--- config.mk ---
export PLATFORM = sky130hd
export DESIGN_NAME = gamepad_serial_frame_parser_core
export DESIGN_NICKNAME = d
export VERILOG_FILES = /design/src/rtl/gsfp_pkg.sv /design/src/rtl/gsfp_frame_fsm.sv /design/src/rtl/gsfp_out_reg.sv /design/src/rtl/gamepad_serial_frame_parser_core.sv
export SDC_FILE = /design/constraint.sdc
export NUM_CORES = 1
export LEC_CHECK = 0
export ABC_AREA = 1
export BUFFER_PORTS_ARGS = -buffer_cell sky130_fd_sc_hd__buf_2
export CAP_MARGIN = 20
export CORE_MARGIN = 8
export CORE_UTILIZATION = 51
export DETAILED_ROUTE_END_ITERATION = 10
export HOLD_SLACK_MARGIN = 0.15
export PLACE_DENSITY = 0.72
export SETUP_SLACK_MARGIN = 0.1
export SLEW_MARGIN = 40
export SYNTH_ARGS = -nofsm -noshare
export SYNTH_HDL_FRONTEND = slang
export SYNTH_SLANG_ARGS = --single-unit
--- constraint.sdc ---
create_clock -name clk_i -period 5.7 [get_ports clk_i]
set_input_delay 0.855 -clock clk_i [delete_from_list [all_inputs] [get_ports clk_i]]
set_output_delay 0.855 -clock clk_i [all_outputs]
set_load 0.02 [all_outputs]
--- src/rtl/gsfp_pkg.sv ---
// ----------------------------------------------------------------------------
// gsfp_pkg
// Frame constants and shared types of the gamepad serial frame parser.
// ----------------------------------------------------------------------------
package gsfp_pkg;

  localparam logic [7:0] HeadFirst  = 8'hAA;
  localparam logic [7:0] HeadSecond = 8'h55;
  localparam logic [7:0] FrameTail  = 8'h0D;

  // decoded frame contents
  typedef struct packed {
    logic [7:0]  left_x;
    logic [7:0]  left_y;
    logic [7:0]  right_x;
    logic [7:0]  right_y;
    logic [15:0] button_word;
    logic [7:0]  hat_x;
    logic [7:0]  hat_y;
    logic [7:0]  left_trigger;
    logic [7:0]  right_trigger;
  } gsfp_result_t;

  // good-frame strobe with its contents
  typedef struct packed {
    logic         valid;
    gsfp_result_t res;
  } gsfp_emit_t;

endpackage

--- src/rtl/gsfp_frame_fsm.sv ---
// ----------------------------------------------------------------------------
// gsfp_frame_fsm
// Header hunt, body capture and running checksum for one frame.
// ----------------------------------------------------------------------------
module gsfp_frame_fsm (
  input  logic                clk_i,
  input  logic                rst_ni,
  input  logic                accept_i,
  input  logic [7:0]          rx_byte_i,
  output logic                last_o,
  output gsfp_pkg::gsfp_emit_t emit_o
);
  import gsfp_pkg::*;

  localparam logic [1:0] PhHead1 = 2'd0;
  localparam logic [1:0] PhHead2 = 2'd1;
  localparam logic [1:0] PhBody  = 2'd2;

  localparam logic [3:0] PosFirst = 4'd2;
  localparam logic [3:0] PosChk   = 4'd12;
  localparam logic [3:0] PosLast  = 4'd13;
  localparam int         PayDepth = 10;

  logic [1:0] phase_q, phase_d;
  logic [3:0] pos_q, pos_d;
  logic [7:0] sum_q, sum_d;
  logic [7:0] chk_q;
  logic [7:0] pay_q [PayDepth];

  logic       in_body;
  logic       body_pos;
  logic       pay_wr;
  logic       chk_wr;
  logic [3:0] wr_idx;

  assign in_body  = (phase_q == PhBody);
  assign body_pos = (pos_q >= PosFirst) && (pos_q < PosLast);
  assign last_o   = in_body && !body_pos;
  assign pay_wr   = accept_i && in_body && body_pos && (pos_q != PosChk);
  assign chk_wr   = accept_i && in_body && (pos_q == PosChk);
  assign wr_idx   = pos_q - PosFirst;

  // phase and position sequencing
  always_comb begin
    phase_d = phase_q;
    pos_d   = pos_q;
    if (accept_i) begin
      unique case (phase_q)
        PhHead1: begin
          if (rx_byte_i == HeadFirst) begin
            phase_d = PhHead2;
            pos_d   = 4'd1;
          end
        end
        PhHead2: begin
          if (rx_byte_i == HeadSecond) begin
            phase_d = PhBody;
            pos_d   = PosFirst;
          end else begin
            phase_d = PhHead1;
          end
        end
        PhBody: begin
          if (body_pos) begin
            pos_d = pos_q + 4'd1;
          end else begin
            phase_d = PhHead1;
            pos_d   = 4'd0;
          end
        end
        default: phase_d = PhHead1;
      endcase
    end
  end

  // running sum over payload bytes, restarted at the first one
  always_comb begin
    sum_d = sum_q;
    if (pay_wr) begin
      sum_d = (pos_q == PosFirst) ? rx_byte_i : sum_q + rx_byte_i;
    end
  end

  always_ff @(posedge clk_i or negedge rst_ni) begin
    if (!rst_ni) begin
      phase_q <= PhHead1;
      pos_q   <= 4'd0;
    end else begin
      phase_q <= phase_d;
      pos_q   <= pos_d;
    end
  end

  // payload store, no reset
  always_ff @(posedge clk_i) begin
    if (pay_wr) begin
      sum_q <= sum_d;
    end
    if (chk_wr) begin
      chk_q <= rx_byte_i;
    end
    for (int i = 0; i < PayDepth; i++) begin
      if (pay_wr && (wr_idx == 4'(i))) begin
        pay_q[i] <= rx_byte_i;
      end
    end
  end

  // frame check on the tail byte
  always_comb begin
    emit_o.valid = accept_i && last_o && (rx_byte_i == FrameTail) && (sum_q == chk_q);
    emit_o.res.left_x        = pay_q[0];
    emit_o.res.left_y        = pay_q[1];
    emit_o.res.right_x       = pay_q[2];
    emit_o.res.right_y       = pay_q[3];
    emit_o.res.button_word   = {pay_q[4], pay_q[5]};
    emit_o.res.hat_x         = pay_q[6];
    emit_o.res.hat_y         = pay_q[7];
    emit_o.res.left_trigger  = pay_q[8];
    emit_o.res.right_trigger = pay_q[9];
  end

endmodule

--- src/rtl/gsfp_out_reg.sv ---
// ----------------------------------------------------------------------------
// gsfp_out_reg
// Result register with valid/ready hold toward the receiver.
// ----------------------------------------------------------------------------
module gsfp_out_reg (
  input  logic                   clk_i,
  input  logic                   rst_ni,
  input  gsfp_pkg::gsfp_emit_t   emit_i,
  input  logic                   out_ready_i,
  output logic                   space_o,
  output logic                   out_valid_o,
  output gsfp_pkg::gsfp_result_t res_o
);
  import gsfp_pkg::*;

  logic         valid_q, valid_d;
  gsfp_result_t res_q;

  assign space_o = !valid_q || out_ready_i;

  always_comb begin
    valid_d = valid_q;
    if (emit_i.valid) begin
      valid_d = 1'b1;
    end else if (out_ready_i) begin
      valid_d = 1'b0;
    end
  end

  always_ff @(posedge clk_i or negedge rst_ni) begin
    if (!rst_ni) begin
      valid_q <= 1'b0;
    end else begin
      valid_q <= valid_d;
    end
  end

  // payload loads only on a good frame
  always_ff @(posedge clk_i) begin
    if (emit_i.valid) begin
      res_q <= emit_i.res;
    end
  end

  assign out_valid_o = valid_q;
  assign res_o       = res_q;

endmodule

--- src/rtl/gamepad_serial_frame_parser_core.sv ---
// ----------------------------------------------------------------------------
// gamepad_serial_frame_parser_core
// Parses 14-byte gamepad frames out of a received serial byte stream.
// ----------------------------------------------------------------------------
// Usage:
//   rx channel: one received byte per item (rx_valid_i / rx_ready_o).
//   out channel: one decoded gamepad state per good frame
//   (out_valid_o / out_ready_i), fields on their own ports.
//   A frame is AA 55, ten payload bytes, checksum, 0D. A result appears
//   in the cycle after its tail byte is accepted; bad frames give nothing.
//   Throughput: one byte per cycle while no tail byte is held off. The header/body sequencer and a
//   running checksum finish each byte in the cycle it is taken, so only
//   the single result register limits the rate.
//   Stall: while a result waits and out_ready_i is low, bytes keep being
//   taken; only a tail byte is held off until the result register frees.
//   Reset: the parser waits for a first header byte, no result pending.
// ----------------------------------------------------------------------------
module gamepad_serial_frame_parser_core (
  input  logic        clk_i,
  input  logic        rst_ni,
  input  logic        rx_valid_i,
  output logic        rx_ready_o,
  input  logic [7:0]  rx_byte_i,
  output logic        out_valid_o,
  input  logic        out_ready_i,
  output logic [7:0]  left_x_o,
  output logic [7:0]  left_y_o,
  output logic [7:0]  right_x_o,
  output logic [7:0]  right_y_o,
  output logic [15:0] button_word_o,
  output logic [7:0]  hat_x_o,
  output logic [7:0]  hat_y_o,
  output logic [7:0]  left_trigger_o,
  output logic [7:0]  right_trigger_o
);
  import gsfp_pkg::*;

  logic         last;
  logic         space;
  logic         accept;
  gsfp_emit_t   emit;
  gsfp_result_t res;

  // only the tail byte needs room in the result register
  assign rx_ready_o = !last || space;
  assign accept     = rx_valid_i && rx_ready_o;

  gsfp_frame_fsm u_fsm (
    .clk_i     (clk_i),
    .rst_ni    (rst_ni),
    .accept_i  (accept),
    .rx_byte_i (rx_byte_i),
    .last_o    (last),
    .emit_o    (emit)
  );

  gsfp_out_reg u_out (
    .clk_i       (clk_i),
    .rst_ni      (rst_ni),
    .emit_i      (emit),
    .out_ready_i (out_ready_i),
    .space_o     (space),
    .out_valid_o (out_valid_o),
    .res_o       (res)
  );

  assign left_x_o        = res.left_x;
  assign left_y_o        = res.left_y;
  assign right_x_o       = res.right_x;
  assign right_y_o       = res.right_y;
  assign button_word_o   = res.button_word;
  assign hat_x_o         = res.hat_x;
  assign hat_y_o         = res.hat_y;
  assign left_trigger_o  = res.left_trigger;
  assign right_trigger_o = res.right_trigger;

endmodule

==> flow_summary.yaml, run 1 <==
timing:
  post-route-period-util: 0.4828
  min_period_ps: 2752
  setup_viol_count_final: 0
  max_freq_mhz: 363.4
  rsz0062_at_grt: "no"
  hold_viol: 0
  slew_headroom: 0.4737
  slew_violations: 0
  finClkSkew_ps: 19.50
  worst_slew_pin_slew_ps: 786.5
  fin_setup_tns_ps: 0
  finalWorstSetupSlack_ps: 2948
yosys:
  yosysWarnings: 0
  ys_types: 30
  ys_seq_area_frac: 0.8019
  synthesis.nets: 476
  synthArstFlopShare: 0.03825
  avgSynthCellArea_sq_um: 15.30
  synth_enable_flop_cells: 176
  ys_ff_latch: 183
  yosys_most_used_dff: "edfxtp_1"
  synthCells: 445
  synth_area_sq_um: 6809
power:
  combPwrFrac: 0.079
  power.switching_mw: 0.6787
  ir_worst_vdd_v: 0.0001881
  netSwitchingFraction: 0.2279
  intPower_mw: 2.299
  p_per_area_nw_per_um2: 363.8
  p_seq_frac: 0.501
  leakagePower_nw: 3.125
  p_total_mw: 2.977
  p_clk_frac: 0.420
critical_path:
  cp-startpoint: "u_fsm.pos_q[1]$_DFFE_PN0P_"
  rr_worst_depth: 10
  rr_endpoint: "u_fsm.pay_q[0][0]$_DFFE_PP_"
  rrSetupSlack_ps: 2950
  cp-end-kind: "flop"
  worstPathRequired_ps: 5750
  worstPathArrival_ps: 2800
  crit_type: "reg -> reg"
  worstReg2RegStart: "u_fsm.pos_q[1]$_DFFE_PN0P_"
  crit_path_end: "u_fsm.pay_q[0][0]$_DFFE_PP_"
  startpoint_type: "flop"
  crit_path_max_fanout: 10
cts:
  cts-htree-levels: 4
  cts-root-buf: "clkbuf_16"
  postCtsSetupBuffers: 0
  clk_pin_slew_ps: 70
  cts.sinks: 183
  clock_latency_ps: 430
  ctsHoldBuffers: 0
  numCtsBuffers: 17
  cts_tree: "done"
  cts_buffer_depth: 2
  cts_resized: 0
final_layout:
  layout_common_cells: "edfxtp_1 (176), buf_2 (93), nand2_1 (87)"
  drive_gt1_frac: 0.2570
  area_delta_synth_final_pct: 20.18
  fin_nets: 590
  final_cells: 748
  final_common_cell: "edfxtp_1"
  antenna_cells: 0
route:
  ant_nets: 0
  drc: 0
  dr.first_iter.drc_count: 324
  drt_pass1_iterations: 5
  vias: 3678
  wl_mm: 12.43
  avgRoutedWirePerCell_um: 16.62
  via_per_inst: 4.917
outcome:
  outcome: "finished clean"
global_route:
  grt_overflow_total: 0
  met1_usage: 0.1828
  antenna_found_initial: 0
  grt_use_total: 0.1495
  use_met3: 0.05221
  met2_usage: 0.2365
  grt_max_degree: 81
  grt_pass1_wl_mm: 19.86
  grt_pass1_vias: 3596
  busiest_layer: "met2"
floorplan:
  num_io_pins: 94
  std_cell_rows: 42
  start_util: 0.5183
  dieArea_sq_um: 17300
  core_area_sq_um: 13140
  dieHeight_um: 131.5
  die_x_um: 131.5
worst_hold_path:
  hold_class: "in -> async"
place:
  dpl_worst_slack_ps: 2934
  gp_congestion: 0.8566
  placed_cells: 716
  post-dp-hpwl_mm: 8.302
  port_buffers: 93
run:
  maxCapViolations: 0
routing by layer:
metal  vias up  share of wire
met2       117           0.49
met4         0         0.0088
met3         9          0.061
met1      1766           0.44
met5         -              0
li1       1786              -
worst min-delay path by stage:
stage / end / from / slack, ps / cells past startpoint
2_1_floorplan: button_word_o[0]$_DFFE_PP_ / u_fsm.pay_q[5][0]$_DFFE_PP_ / 400 / 0
3_3_place_gp: button_word_o[15]$_DFFE_PP_ / u_fsm.pay_q[4][7]$_DFFE_PP_ / 400 / 0
4_1_cts: u_fsm.phase_q[1]$_DFFE_PN0P_ / rst_ni / 230 / 1
5_1_grt: u_out.out_valid_o$_DFFE_PN0P_ / rst_ni / 240 / 1
6_report: u_out.out_valid_o$_DFFE_PN0P_ / rst_ni / 250 / 1
3_5_place_dp: button_word_o[10]$_DFFE_PP_ / u_fsm.pay_q[4][2]$_DFFE_PP_ / 400 / 0
critical path, cell delays in order, from the launching register on:
cell and delay (ps):
dfrtp_1 440, inv_1 200, ha_1 190, inv_1 40, nand3_1 100, nand2_4 110, nor2_4 130, nand2_2 80
nor2_4 340, nand2_2 130, nor2_1 620
layout make-up:
| cell class | count | area [sq um] |
|---|---|---|
| flip-flops and latches | 183 | 5460 |
| fillers | 976 | 4955 |
| multi-input cells | 212 | 1189 |
| repair buffers | 95 | 484.2 |
| clock buffers | 17 | 425.4 |
| well taps | 176 | 220.2 |
| clock inverters | 15 | 216.5 |
| inverters | 50 | 187.7 |
sequential cells by signal (all words and copies together) (netlist names), 4 cells and up:
name             flops
right_x_o            8
u_fsm.sum_q          8
right_trigger_o      8
u_fsm.chk_q          8
u_fsm.pay_q         80
hat_y_o              8
hat_x_o              8
right_y_o            8
left_trigger_o       8
left_x_o             8
u_fsm.pos_q          4
left_y_o             8
button_word_o       16
power by group through the flow:
stage	clock (mW)	combinational (mW)	sequential, mW
after global routing	1.32	0.273	1.49
after detailed placement	0	0.233	1.52
after global placement	0	0.222	1.52
after floorplan	0	0.166	1.52
final	1.25	0.235	1.49
after CTS	1.27	0.235	1.49
kinds of logic (layout without fill, tap and decap cells):
group | after synthesis | count (layout) | synth area share
compound gates | 20 | 20 | 0.01709
xor+xnor | 3 | 3 | 0.003860
fa+ha+maj | 19 | 19 | 0.03602
buf+inv | 50 | 177 | 0.02756
flops | 183 | 183 | 0.8019
simple gates | 170 | 170 | 0.1136
per-stage QoR:
| stage | area [sq um] | hold slack [ps] | util |
|---|---|---|---|
| after floorplan | 6809 | 400.3 | - |
| after global placement | 7517 | 402.4 | 0.5722 |
| after detailed placement | 7541 | 404.5 | 0.5740 |
| after CTS | 8183 | 233.9 | 0.6229 |
| after global routing | 8183 | 239.0 | 0.6229 |
| final | 8183 | 245.5 | 0.6229 |
Yosys cell counts, types with 2 or more instances:
library cell | number | share of area
nor3_1 | 12 | 0.0088
inv_1 | 49 | 0.027
nor2_4 | 3 | 0.0050
o21bai_1 | 4 | 0.0044
nand2_2 | 4 | 0.0037
nand2_1 | 87 | 0.048
nor2_1 | 36 | 0.020
a21oi_1 | 3 | 0.0022
xor2_1 | 2 | 0.0026
nand4_1 | 7 | 0.0064
nand2_4 | 2 | 0.0033
nand3_1 | 10 | 0.0074
dfrtp_1 | 7 | 0.026
edfxtp_1 | 176 | 0.78
or2_2 | 2 | 0.0018
o21ai_0 | 10 | 0.0074
ha_1 | 18 | 0.033
(Power assumes the default switching activity.)
==> inputs of run 2 (changes only) <==
--- a/config.mk
+++ b/config.mk
@@ -12,7 +12,7 @@
 export CORE_UTILIZATION = 51
 export DETAILED_ROUTE_END_ITERATION = 10
 export HOLD_SLACK_MARGIN = 0.15
-export PLACE_DENSITY = 0.72
+export PLACE_DENSITY = 0.75
 export SETUP_SLACK_MARGIN = 0.1
 export SLEW_MARGIN = 40
 export SYNTH_ARGS = -nofsm -noshare
==> constraint.sdc (replaced) <==
create_clock -name clk_i -period 2.4 [get_ports clk_i]
set_input_delay 0.36 -clock clk_i [delete_from_list [all_inputs] [get_ports clk_i]]
set_output_delay 0.36 -clock clk_i [all_outputs]
set_load 0.02 [all_outputs]
==> run 2 against run 1 <==
  * Critical path depth fell by 3
  * Cell area rose by 1.5%
  * Total power rose by 130%
  * Worst setup slack got worse by 2700 ps
  * Clock power rose by 120%
  * First-iteration DRC count fell by 30%
  * Hold slack got worse by 28 ps
  * Core utilization rose by 0.91 points
  * Final cell count rose by 2.8%
  * Critical path type is now reg -> out
  * Largest cell class unchanged
==> flow_summary.yaml, run 2 (synthesis gave the netlist of run 1 again) <==
critical_path:
  cpPeakStageDelay_ps: 430
  worstPathArrival_ps: 1740
  worstPathRequired_ps: 2040
  crit_type: "reg -> out"
  rrSetupSlack_ps: 300
  cp-end-kind: "output port"
  crit_chain: "inv_2 -> ha_4 -> nor2_2 -> nand2_2 -> nand2_4 -> nand3_4 -> buf_2"
  worstReg2RegStart: "u_fsm.phase_q[0]$_DFFE_PN0P_"
  crit_path_max_fanout: 6
  cp_top_family: "flip-flops"
  path_buf_inv: 2
  rr_endpoint: "u_fsm.pay_q[3][1]$_DFFE_PP_"
  startpoint_type: "flop"
  rr_worst_depth: 7
  critical-path-slowest-cell: "dfrtp_1"
final_layout:
  fin_area_sq_um: 8303
  final_util: 0.6320
  final_common_cell: "edfxtp_1"
  drive_gt1_frac: 0.2816
  layout_common_cells: "edfxtp_1 (176), buf_2 (93), nand2_1 (87)"
  final_cells: 769
  largest_reg_flops: 80
  fin_nets: 611
  top_register: "u_fsm.pay_q"
  area_delta_synth_final_pct: 21.94
  antenna_cells: 0
power:
  p_clk_frac: 0.394
  power.switching_mw: 1.588
  p_seq_frac: 0.519
  intPower_mw: 5.261
  ir_worst_vdd_v: 0.0006746
  netSwitchingFraction: 0.2319
  leakagePower_nw: 3.194
  p_per_area_nw_per_um2: 824.9
  combPwrFrac: 0.087
timing:
  rsz0062_at_grt: "no"
  whs_ps: 217.2
  slew_headroom: 0.7584
  hold_viol: 0
  max_freq_mhz: 475.7
  worst_slew_pin_slew_ps: 361.5
  finalWorstSetupSlack_ps: 297.8
  setup_viol_count_final: 0
  finClkSkew_ps: 11.90
  slew_violations: 0
  min_period_ps: 2102
  post-route-period-util: 0.8759
route:
  drc: 0
  avgRoutedWirePerCell_um: 17.59
  wl_mm: 13.53
  ant_nets: 0
  dr.first_iter.drc_count: 228
  via_per_inst: 5.111
  vias: 3930
  drt_pass1_iterations: 5
floorplan:
  core_area_sq_um: 13140
  dieHeight_um: 131.5
  die_x_um: 131.5
  num_io_pins: 94
  std_cell_rows: 42
  dieArea_sq_um: 17300
  start_util: 0.5183
cts:
  numCtsBuffers: 17
  cts_buffer_depth: 2
  cts-root-buf: "clkbuf_16"
  cts_resized: 0
  clock_latency_ps: 420
  cts-htree-levels: 4
  ctsHoldBuffers: 1
  clk_pin_slew_ps: 60
  cts.sinks: 183
  cts_tree: "done"
  postCtsSetupBuffers: 0
place:
  placed_area_sq_um: 7714
  dpl_worst_slack_ps: 325.5
  placed_cells: 736
  gp_congestion: 0.8860
  post-dp-hpwl_mm: 9.267
  port_buffers: 93
global_route:
  antenna_found_initial: 0
  grt_pass1_wl_mm: 21.25
  grt_overflow_total: 0
  grt_max_degree: 41
  grt_use_total: 0.1611
  grt_pass1_vias: 3799
worst_hold_path:
  holdPathEnd: "u_fsm.pay_q[2][0]$_DFFE_PP_"
  hold_class: "in -> reg"
  worstHoldStart: "rx_byte_i[0]"
  hold-path-cell-count: 1
run:
  maxCapViolations: 0
outcome:
  outcome: "finished clean"
-- run 2: cell types whose count changed in the layout (fill, tap and decap cells not counted), moves of 2 or more --
cell	change
buf_4	+19
nor3_1	+4
nor3_2	-4
clkbuf_1	+3
inv_8	-3
buf_12	+2
bufinv_16	-2
clkinvlp_4	+2
inv_1	-2
inv_2	+2
-- run 2: how the worst max path moves through the flow --
stage / start / end / cells past startpoint
after global routing: u_fsm.phase_q[0]$_DFFE_PN0P_ / u_fsm.pay_q[9][6]$_DFFE_PP_ / 9
after CTS: u_fsm.pos_q[0]$_DFFE_PN0P_ / rx_ready_o / 7
after floorplan: u_fsm.pos_q[0]$_DFFE_PN0P_ / button_word_o[0]$_DFFE_PP_ / 9
after detailed placement: u_fsm.phase_q[0]$_DFFE_PN0P_ / u_fsm.pay_q[3][3]$_DFFE_PP_ / 7
final: u_fsm.pos_q[0]$_DFFE_PN0P_ / rx_ready_o / 7
after global placement: u_fsm.phase_q[0]$_DFFE_PN0P_ / u_fsm.pay_q[2][3]$_DFFE_PP_ / 7
-- run 2: cell type report --
class                           instances  area [sq um]
Tap cell                              176         220.2
Inverter                               50         187.7
Fill cell                             945          4835
Sequential cell                       183          5461
Timing Repair Buffer                  116         665.6
Multi-Input combinational cell        212          1189
Clock buffer                           20         436.7
Clock inverter                         12         142.6
-- run 2: power groups by stage --
stage	Combinational, mW	Clock, mW	Sequential [mW]
3_3_place_gp	0.567	0	3.62
5_1_grt	0.663	2.85	3.55
4_1_cts	0.591	2.74	3.55
3_5_place_dp	0.581	0	3.62
2_1_floorplan	0.413	0	3.61
6_report	0.596	2.70	3.55
-- run 2: routing by layer --
metal | vias to the layer above | wire length [um] | GRT usage
met4 | 0 | 379 | 0.08551
met2 | 193 | 6486 | 0.2545
met5 | - | 0 | 0
li1 | 1830 | - | -
met3 | 26 | 1132 | 0.05107
met1 | 1881 | 5532 | 0.1948
-- run 2: stage by stage --
step	TNS [ps]	power (mW)
floorplan	-27190	4.027
global placement	0	4.183
detailed placement	0	4.202
CTS	0	6.884
global route	0	7.063
finish	0	6.849
-- run 2: worst reg2reg max path, stage by stage (launching register included) --
cell and delay, ps:
dfrtp_1 400, inv_1 100, ha_1 350, inv_2 110, nor2_4 160, nand4_1 190
nor3_1 260, buf_4 230
